==> src/nested_tlv_stream_parser_assert.svh <==
// assertion macros used by the parser core (ntlv_core)
// expects signals named aclk and aresetn in the scope of use
`ifndef NESTED_TLV_STREAM_PARSER_ASSERT_SVH
`define NESTED_TLV_STREAM_PARSER_ASSERT_SVH

// property that must hold at every clock edge outside reset
`define NTLV_ASSERT(lbl, prop, msg) \
    lbl: assert property (@(posedge aclk) disable iff (!aresetn) (prop)) else $error(msg);

// condition in one cycle implies a consequence in the next
`define NTLV_ASSERT_NEXT(lbl, ante, cons, msg) \
    lbl: assert property (@(posedge aclk) disable iff (!aresetn) (ante) |=> (cons)) \
        else $error(msg);

`endif

==> src/ntlv_pkg.sv <==
// shared constants and types of the nested tlv stream parser
// no dependencies
`timescale 1ns / 1ps

package ntlv_pkg;

    // nesting limit of the hardware
    localparam int unsigned MAX_DEPTH = 15;

    // field widths
    localparam int unsigned BYTE_W  = 8;
    localparam int unsigned KIND_W  = 3;
    localparam int unsigned VAL_W   = 64;
    localparam int unsigned LEVEL_W = 4;
    localparam int unsigned LIM_W   = 4;
    localparam int unsigned TDATA_W = 144;

    // reset value of the depth limit register
    localparam logic [LIM_W-1:0] DEPTH_LIMIT_RST = 4'd15;
    // greatest identifier or size length in bytes
    localparam logic [3:0] MAX_FIELD_LEN = 4'd8;

    // event kinds
    localparam logic [KIND_W-1:0] EV_START = 3'd0;
    localparam logic [KIND_W-1:0] EV_DATA  = 3'd1;
    localparam logic [KIND_W-1:0] EV_END   = 3'd2;
    localparam logic [KIND_W-1:0] EV_STRAY = 3'd3;
    localparam logic [KIND_W-1:0] EV_ERROR = 3'd4;

    // parser phases
    localparam logic [2:0] PH_HEADER = 3'd0;
    localparam logic [2:0] PH_TAG    = 3'd1;
    localparam logic [2:0] PH_LEN    = 3'd2;
    localparam logic [2:0] PH_DATA   = 3'd3;
    localparam logic [2:0] PH_ERROR  = 3'd4;

    // one parser event
    typedef struct packed {
        logic               valid;
        logic [KIND_W-1:0]  kind;
        logic [VAL_W-1:0]   tag;
        logic [VAL_W-1:0]   length;
        logic [LEVEL_W-1:0] level;
        logic [BYTE_W-1:0]  data;
    } event_t;

endpackage

==> src/ntlv_in_stage.sv <==
// input register stage of the nested tlv stream parser
// depends on ntlv_pkg
`timescale 1ns / 1ps

module ntlv_in_stage (
    input  logic                        aclk,
    input  logic                        aresetn,
    input  logic                        s_tvalid,
    output logic                        s_tready,
    input  logic [ntlv_pkg::BYTE_W-1:0] s_tdata,   // stream_byte
    input  logic                        take,
    output logic                        hold_valid,
    output logic [ntlv_pkg::BYTE_W-1:0] hold_byte
);

    logic                        valid_reg;
    logic [ntlv_pkg::BYTE_W-1:0] byte_reg;

    // free when empty or when the held beat is consumed this cycle
    assign s_tready   = !valid_reg || take;
    assign hold_valid = valid_reg;
    assign hold_byte  = byte_reg;

    // valid flag
    always_ff @(posedge aclk) begin
        if (!aresetn) begin
            valid_reg <= 1'b0;
        end else if (s_tready) begin
            valid_reg <= s_tvalid;
        end
    end

    // held beat
    always_ff @(posedge aclk) begin
        if (s_tready && s_tvalid) begin
            byte_reg <= s_tdata;
        end
    end

endmodule

==> src/ntlv_core.sv <==
// parse state and event decode of the nested tlv stream parser
// depends on ntlv_pkg and nested_tlv_stream_parser_assert.svh
`timescale 1ns / 1ps
`include "nested_tlv_stream_parser_assert.svh"

module ntlv_core (
    input  logic                        aclk,
    input  logic                        aresetn,
    input  logic                        step,
    input  logic [ntlv_pkg::BYTE_W-1:0] byte_i,
    input  logic                        cfg_we,
    input  logic [ntlv_pkg::LIM_W-1:0]  cfg_wdata,
    output ntlv_pkg::event_t            ev
);

    logic [ntlv_pkg::LIM_W-1:0]   depth_limit_reg;
    logic [2:0]                   phase_reg, phase_next;
    logic [3:0]                   tag_len_reg, tag_len_next;
    logic [3:0]                   len_len_reg, len_len_next;
    logic [3:0]                   byte_idx_reg, byte_idx_next;
    logic [ntlv_pkg::VAL_W-1:0]   tag_acc_reg, tag_acc_next;
    logic [ntlv_pkg::VAL_W-1:0]   len_acc_reg, len_acc_next;
    logic [ntlv_pkg::VAL_W-1:0]   remain_reg, remain_next;
    logic [ntlv_pkg::LEVEL_W-1:0] open_reg, open_next;

    logic [ntlv_pkg::LIM_W-1:0]   eff_limit;
    logic [3:0]                   idl, szl;
    logic [3:0]                   idx_inc;
    logic [ntlv_pkg::VAL_W-1:0]   byte_shift;
    logic [ntlv_pkg::VAL_W-1:0]   tag_merged, len_merged;
    logic [ntlv_pkg::VAL_W-1:0]   remain_dec;
    logic [ntlv_pkg::LEVEL_W-1:0] open_inc, open_dec;

    // depth limit clamped to the supported range
    always_comb begin
        eff_limit = depth_limit_reg;
        if (eff_limit == '0) begin
            eff_limit = ntlv_pkg::LIM_W'(1);
        end
        if (32'(eff_limit) > ntlv_pkg::MAX_DEPTH) begin
            eff_limit = ntlv_pkg::LIM_W'(ntlv_pkg::MAX_DEPTH);
        end
    end

    // byte lane placement, little endian
    assign idl        = byte_i[7:4];
    assign szl        = byte_i[3:0];
    assign idx_inc    = byte_idx_reg + 4'd1;
    assign byte_shift = ntlv_pkg::VAL_W'(byte_i) << {byte_idx_reg[2:0], 3'b000};
    assign tag_merged = tag_acc_reg | byte_shift;
    assign len_merged = len_acc_reg | byte_shift;
    assign remain_dec = remain_reg - ntlv_pkg::VAL_W'(1);
    assign open_inc   = open_reg + ntlv_pkg::LEVEL_W'(1);
    assign open_dec   = open_reg - ntlv_pkg::LEVEL_W'(1);

    // next state and event for the beat at hand
    always_comb begin
        phase_next    = phase_reg;
        tag_len_next  = tag_len_reg;
        len_len_next  = len_len_reg;
        byte_idx_next = byte_idx_reg;
        tag_acc_next  = tag_acc_reg;
        len_acc_next  = len_acc_reg;
        remain_next   = remain_reg;
        open_next     = open_reg;
        ev            = '0;
        unique case (phase_reg)
            ntlv_pkg::PH_HEADER: begin
                if (idl == 4'd0) begin
                    ev.valid = 1'b1;
                    if (open_reg != '0) begin
                        open_next = open_dec;
                        ev.kind   = ntlv_pkg::EV_END;
                        ev.level  = open_dec;
                    end else begin
                        ev.kind = ntlv_pkg::EV_STRAY;
                    end
                end else if (idl > ntlv_pkg::MAX_FIELD_LEN || szl > ntlv_pkg::MAX_FIELD_LEN
                             || open_reg >= eff_limit) begin
                    phase_next = ntlv_pkg::PH_ERROR;
                    ev.valid   = 1'b1;
                    ev.kind    = ntlv_pkg::EV_ERROR;
                end else begin
                    tag_len_next  = idl;
                    len_len_next  = szl;
                    byte_idx_next = 4'd0;
                    tag_acc_next  = '0;
                    len_acc_next  = '0;
                    phase_next    = ntlv_pkg::PH_TAG;
                end
            end
            ntlv_pkg::PH_TAG: begin
                tag_acc_next  = tag_merged;
                byte_idx_next = idx_inc;
                if (idx_inc >= tag_len_reg) begin
                    byte_idx_next = 4'd0;
                    if (len_len_reg != 4'd0) begin
                        phase_next = ntlv_pkg::PH_LEN;
                    end else begin
                        // node without size bytes starts with zero length
                        open_next   = open_inc;
                        remain_next = len_acc_reg;
                        phase_next  = (len_acc_reg != '0) ? ntlv_pkg::PH_DATA
                                                          : ntlv_pkg::PH_HEADER;
                        ev.valid    = 1'b1;
                        ev.kind     = ntlv_pkg::EV_START;
                        ev.tag      = tag_merged;
                        ev.length   = len_acc_reg;
                        ev.level    = open_reg;
                    end
                end
            end
            ntlv_pkg::PH_LEN: begin
                len_acc_next  = len_merged;
                byte_idx_next = idx_inc;
                if (idx_inc >= len_len_reg) begin
                    byte_idx_next = 4'd0;
                    open_next     = open_inc;
                    remain_next   = len_merged;
                    phase_next    = (len_merged != '0) ? ntlv_pkg::PH_DATA
                                                       : ntlv_pkg::PH_HEADER;
                    ev.valid      = 1'b1;
                    ev.kind       = ntlv_pkg::EV_START;
                    ev.tag        = tag_acc_reg;
                    ev.length     = len_merged;
                    ev.level      = open_reg;
                end
            end
            ntlv_pkg::PH_DATA: begin
                remain_next = remain_dec;
                if (remain_dec == '0) begin
                    phase_next = ntlv_pkg::PH_HEADER;
                end
                ev.valid = 1'b1;
                ev.kind  = ntlv_pkg::EV_DATA;
                ev.level = (open_reg != '0) ? open_dec : '0;
                ev.data  = byte_i;
            end
            default: begin
                // error phase swallows every beat
            end
        endcase
    end

    // depth limit register
    always_ff @(posedge aclk) begin
        if (!aresetn) begin
            depth_limit_reg <= ntlv_pkg::DEPTH_LIMIT_RST;
        end else if (cfg_we) begin
            depth_limit_reg <= cfg_wdata;
        end
    end

    // parse state
    always_ff @(posedge aclk) begin
        if (!aresetn) begin
            phase_reg    <= ntlv_pkg::PH_HEADER;
            tag_len_reg  <= '0;
            len_len_reg  <= '0;
            byte_idx_reg <= '0;
            tag_acc_reg  <= '0;
            len_acc_reg  <= '0;
            remain_reg   <= '0;
            open_reg     <= '0;
        end else if (step) begin
            phase_reg    <= phase_next;
            tag_len_reg  <= tag_len_next;
            len_len_reg  <= len_len_next;
            byte_idx_reg <= byte_idx_next;
            tag_acc_reg  <= tag_acc_next;
            len_acc_reg  <= len_acc_next;
            remain_reg   <= remain_next;
            open_reg     <= open_next;
        end
    end

    // checks
    `NTLV_ASSERT_NEXT(a_error_sticky, phase_reg == ntlv_pkg::PH_ERROR, phase_reg == ntlv_pkg::PH_ERROR, "error phase left")
    `NTLV_ASSERT_NEXT(a_error_enters_phase, step && ev.valid && ev.kind == ntlv_pkg::EV_ERROR, phase_reg == ntlv_pkg::PH_ERROR, "error event without error phase")
    `NTLV_ASSERT(a_data_remaining, phase_reg != ntlv_pkg::PH_DATA || remain_reg != '0, "data phase with nothing left")
    `NTLV_ASSERT(a_data_emits, !(step && phase_reg == ntlv_pkg::PH_DATA) || (ev.valid && ev.kind == ntlv_pkg::EV_DATA), "data beat without data event")

endmodule

==> src/nested_tlv_stream_parser.sv <==
// Nested tag-length-value stream parser. One stream byte enters per beat
// and yields at most one event beat (node start, data byte, node end, stray
// end marker or error). Throughput is one byte per clock unless a result
// waits on m_tready, which holds up the next byte, even one that gives no
// event. The header decode, the little-endian identifier and size
// accumulators and the payload countdown all work combinationally between
// the input register and the result register, which holds the event beat.
// Only the last identifier or size byte of a header gives an event, the
// node start. After an error event the block ignores all input until reset.
// depth_limit may be written only while no beat is in flight.
// depends on ntlv_pkg, ntlv_in_stage and ntlv_core
`timescale 1ns / 1ps

module nested_tlv_stream_parser (
    input  logic                          aclk,
    input  logic                          aresetn,
    // configuration
    input  logic                          cfg_we,
    input  logic [ntlv_pkg::LIM_W-1:0]    cfg_wdata,    // depth_limit
    // input beats
    input  logic                          s_tvalid,
    output logic                          s_tready,
    input  logic [ntlv_pkg::BYTE_W-1:0]   s_tdata,      // stream_byte
    // event beats
    output logic                          m_tvalid,
    input  logic                          m_tready,
    // node_tag [63:0], payload_length [127:64], nesting_level [131:128],
    // payload_byte [139:132], zero pad [143:140]
    output logic [ntlv_pkg::TDATA_W-1:0]  m_tdata,
    output logic [ntlv_pkg::KIND_W-1:0]   m_tuser       // event_kind
);

    localparam int unsigned PAY_W = 2 * ntlv_pkg::VAL_W + ntlv_pkg::LEVEL_W
                                    + ntlv_pkg::BYTE_W;

    logic                        hold_valid;
    logic [ntlv_pkg::BYTE_W-1:0] hold_byte;
    logic                        step;
    ntlv_pkg::event_t            ev;

    logic                        out_valid_reg;
    logic [ntlv_pkg::KIND_W-1:0] out_kind_reg;
    logic [PAY_W-1:0]            out_pay_reg;

    // held beat moves on when the result slot is free
    assign step = hold_valid && (!out_valid_reg || m_tready);

    ntlv_in_stage u_in_stage (
        .aclk       (aclk),
        .aresetn    (aresetn),
        .s_tvalid   (s_tvalid),
        .s_tready   (s_tready),
        .s_tdata    (s_tdata),
        .take       (step),
        .hold_valid (hold_valid),
        .hold_byte  (hold_byte)
    );

    ntlv_core u_core (
        .aclk      (aclk),
        .aresetn   (aresetn),
        .step      (step),
        .byte_i    (hold_byte),
        .cfg_we    (cfg_we),
        .cfg_wdata (cfg_wdata),
        .ev        (ev)
    );

    // result valid
    always_ff @(posedge aclk) begin
        if (!aresetn) begin
            out_valid_reg <= 1'b0;
        end else if (step) begin
            out_valid_reg <= ev.valid;
        end else if (m_tready) begin
            out_valid_reg <= 1'b0;
        end
    end

    // result payload
    always_ff @(posedge aclk) begin
        if (step && ev.valid) begin
            out_kind_reg <= ev.kind;
            out_pay_reg  <= {ev.data, ev.level, ev.length, ev.tag};
        end
    end

    assign m_tvalid = out_valid_reg;
    assign m_tuser  = out_kind_reg;
    assign m_tdata  = ntlv_pkg::TDATA_W'(out_pay_reg);

endmodule
==> config.mk <==
export PLATFORM = sky130hd
export DESIGN_NAME = nested_tlv_stream_parser
export DESIGN_NICKNAME = d
export VERILOG_FILES = /design/src/ntlv_pkg.sv /design/src/ntlv_in_stage.sv /design/src/ntlv_core.sv /design/src/nested_tlv_stream_parser.sv
export VERILOG_INCLUDE_DIRS = /design/src /design/src/src
export SDC_FILE = /design/constraint.sdc
export NUM_CORES = 1
export LEC_CHECK = 0
export ABC_AREA = 1
export BUFFER_PORTS_ARGS = -buffer_cell sky130_fd_sc_hd__buf_2
export CAP_MARGIN = 40
export CORE_ASPECT_RATIO = 0.8
export CORE_MARGIN = 8
export CORE_UTILIZATION = 50
export CTS_CLUSTER_SIZE = 8
export DETAILED_ROUTE_END_ITERATION = 16
export HOLD_SLACK_MARGIN = 0.03
export PLACE_DENSITY = 0.73
export SLEW_MARGIN = 40
export SYNTH_ARGS = -nofsm -noshare
export SYNTH_HDL_FRONTEND = slang
export SYNTH_SLANG_ARGS = --single-unit
==> constraint.sdc <==
create_clock -name aclk -period 6.6 [get_ports aclk]
set_input_delay 0.66 -clock aclk [delete_from_list [all_inputs] [get_ports aclk]]
set_output_delay 0.66 -clock aclk [all_outputs]
set_load 0.02 [all_outputs]
==> flow_metrics.py <==
metrics = {
    "pwr": {
        "pwr-share-seq_pct": 36.5,
        "intPower_w": 0.004559,
        "vdd_drop_max_mv": 0.2645,
        "switchingPower_w": 0.002698,
        "p_leak_nw": 8.717,
        "swShare_pct": 37.17,
        "clkPwrFrac_pct": 34.2,
        "pwr-share-comb_pct": 29.3,
        "power_density_mw_per_mm2": 336.5,
    },
    "yosys": {
        "yosys.area_share.adder_pct": 1.124,
        "yosysUniqueCellTypes": 50,
        "yosys.area.top_type": "edfxtp_1",
        "synth_compound_area_share_pct": 18.82,
        "yosysSeqAreaShare_pct": 46.92,
        "synthTopCellsByArea": "edfxtp_1, dfxtp_1, nand2_1",
        "yosys_warnings": 0,
        "syn_area_sq_mm": 0.01892,
        "synth_top_family_by_area": "simple AND/OR/NAND/NOR gates",
        "syn_inst": 2450,
        "synth_top_area_share_pct": 23.96,
        "ys_async_sr_fraction_pct": 0,
        "avgSynthCellArea_sq_um": 7.724,
        "synth_edf_count": 151,
        "synth_simple_gate_area_share_pct": 23.10,
        "ys_seq_elements": 368,
        "synth_xor_area_share_pct": 1.389,
        "synth_mux_area_share_pct": 0,
        "synthFlopType": "dfxtp_1",
    },
    "sta": {
        "tightestPinTransition_ns": 0.8292,
        "fin_crit_sh_pct": 79.90,
        "setup_viol": 0,
        "setup_tns_ns": 0,
        "min_period_ns": 5.273,
        "clock_skew_ns": 0.03014,
        "slew_headroom_pct": 44.72,
        "timing.final.max_slew_violations": 0,
        "hold_viol": 0,
        "fmax_mhz": 189.6,
        "rsz0062_at_grt": "false",
    },
    "floorplan": {
        "fp.dieH_um": 190,
        "die_x_um": 233.5,
        "die_area_sq_mm": 0.04437,
        "ioPinCount": 166,
        "core.rowCount": 63,
        "start_util_pct": 50.86,
        "core_sq_mm": 0.03721,
    },
    "clock_network": {
        "clkTransAtPathRegs_ns": 0.05,
        "cts_tree": "built",
        "cts_max_level": 2,
        "post-cts-setup-buffers": 0,
        "cts_sinks": 368,
        "cts_resized": 0,
        "clock-root-buffer": "clkbuf_16",
        "cts_buffers": 52,
        "clock_path_buffers": 3,
        "postCtsHoldBufs": 0,
        "clock_latency_ns": 0.59,
    },
    "placed_design": {
        "portBuffers": 161,
        "dp_hpwl_mm": 48.66,
        "place_congestion": 1.027,
    },
    "layout": {
        "fillers": 3463,
        "antenna_cells": 0,
        "area_delta_synth_final_pct": 13.96,
        "fin_util_pct": 57.96,
        "largest_register_ffs": 140,
        "final_nets": 2592,
        "drive_gt1_share_pct": 11.79,
        "final_cell_mix": "nand2_1, nor2_1, inv_1, dfxtp_1, a21oi_1",
        "layout_commonest_cell": "nand2_1",
    },
    "global_routing": {
        "grt_overflow": 0,
        "grt_max_degree": 98,
        "antenna_found_initial": 0,
        "first_global_vias": 17560,
        "grt.total_usage_pct": 29.70,
        "grt_pass1_wl_mm": 102.7,
    },
    "drt": {
        "drt_iter0_drc": 2734,
        "wire_per_inst_um": 22.13,
        "drt_pass1_iterations": 6,
        "avgViaCountPerCell": 6.031,
        "drt-total-wl_mm": 68.21,
        "vias": 18590,
        "drc": 0,
        "antenna_left": 0,
    },
    "critical_path": {
        "crit_slowest_cell": "dfxtp_1",
        "end_kind": "flip-flop",
        "worst-path-max-fanout": 75,
        "crit_chain": "nand2_1, nor2_1, xor2_1, ha_1, nand2_1, inv_1, nand3_1, and2_1, inv_4, nand2_2, nand2_1, o21ai_0, inv_6, buf_4",
        "critical_path_class": "reg2reg",
        "max_stage_delay_ns": 0.85,
        "cp_num_buf_inv": 4,
        "start_kind": "flip-flop",
        "arrival_ns": 5.49,
        "cp_common_cell": "nand2_1",
        "cp.required_ns": 6.82,
        "crit_family": "buffers and inverters",
    },
    "min_path": {
        "min_path_type": "in2reg",
    },
    "outcome": {
        "outcome": "complete, no violations",
    },
    "job": {
        "maxCapViolations": 0,
    },
}
metal layers:
layer  track usage, %  part of all wire (%)  up-vias
li1                 -                     -     8548
met1            40.27                    41     8689
met2            45.01                    43     1156
met3            6.624                    11      194
met4            13.42                   4.7        0
met5                0                     0        -
layout make-up:
class / count / area (sq um) / area share (%)
multi-input cells: 1662 / 8493 / 39.39
inverters: 289 / 1094 / 5.071
clock buffers: 87 / 1433 / 6.643
clock inverters: 4 / 52.55 / 0.2437
flip-flops and latches: 368 / 8879 / 41.17
repair buffers: 185 / 1005 / 4.659
well taps: 487 / 609.3 / 2.826
per-stage QoR:
| step | cell area (sq um) | std cells | total power, W | hold slack, ns | worst slack [ns] |
|---|---|---|---|---|---|
| 3_5_place_dp | 20060 | 2991 | 0.004748 | 0.4566 | 1.452 |
| 3_3_place_gp | 20020 | 2989 | 0.004733 | 0.4477 | 1.418 |
| 6_report | 21560 | 3082 | 0.007257 | 0.2670 | 1.327 |
| 2_1_floorplan | 18930 | 2453 | 0.004067 | 0.4298 | 1.061 |
| 4_1_cts | 21540 | 3082 | 0.007208 | 0.2504 | 1.446 |
| 5_1_grt | 21560 | 3082 | 0.007539 | 0.2529 | 1.001 |
synthesized netlist by cell type, drive strengths merged (7+ instances only):
cell type  instances
a211oi            67
a21oi            212
a221oi            12
a22oi             11
a31oi             13
and2               7
buf               39
clkbuf            95
dfxtp            217
edfxtp           151
ha                17
inv              289
nand2            442
nand3             61
nand3b             8
nand4             29
nor2             376
nor3              66
nor4              18
o211ai            31
o21ai            143
o221ai            17
o22ai             60
o31ai              9
o32ai             16
or2                8
xor2              27
kinds of logic (layout without fill, tap and decap cells):
kind of cell,count (synthesis),after routing
buffers and inverters,423,565
and+or+nand+nor,1015,1015
other,1,4
xor gates and xnor gates,30,30
AOI/OAI and AO/OA,596,596
DFF,368,368
adders and majority gates,17,17
power by group through the flow:
stage               clock [W]  combinational (W)  sequential [W]
detailed placement          0            0.00206         0.00268
global route          0.00259            0.00229         0.00266
CTS                   0.00249            0.00207         0.00264
finish                0.00248            0.00213         0.00265
global placement            0            0.00205         0.00268
floorplan                   0            0.00132         0.00274
final timing paths:
check	start	end	slack, ns	depth (start not counted)
setup / recovery	u_core.byte_idx_reg[2]	out_pay_reg[130]	1.33	14
hold / removal	s_tdata[5]	u_in_stage.hold_byte[5]	0.27	1
setup reg to reg	u_core.byte_idx_reg[2]	out_pay_reg[130]	1.33	14
hold reg to reg	u_core.tag_acc_reg[45]	u_core.tag_acc_reg[45]	0.47	2
No activity file was read; power rests on OpenSTA's default activity.
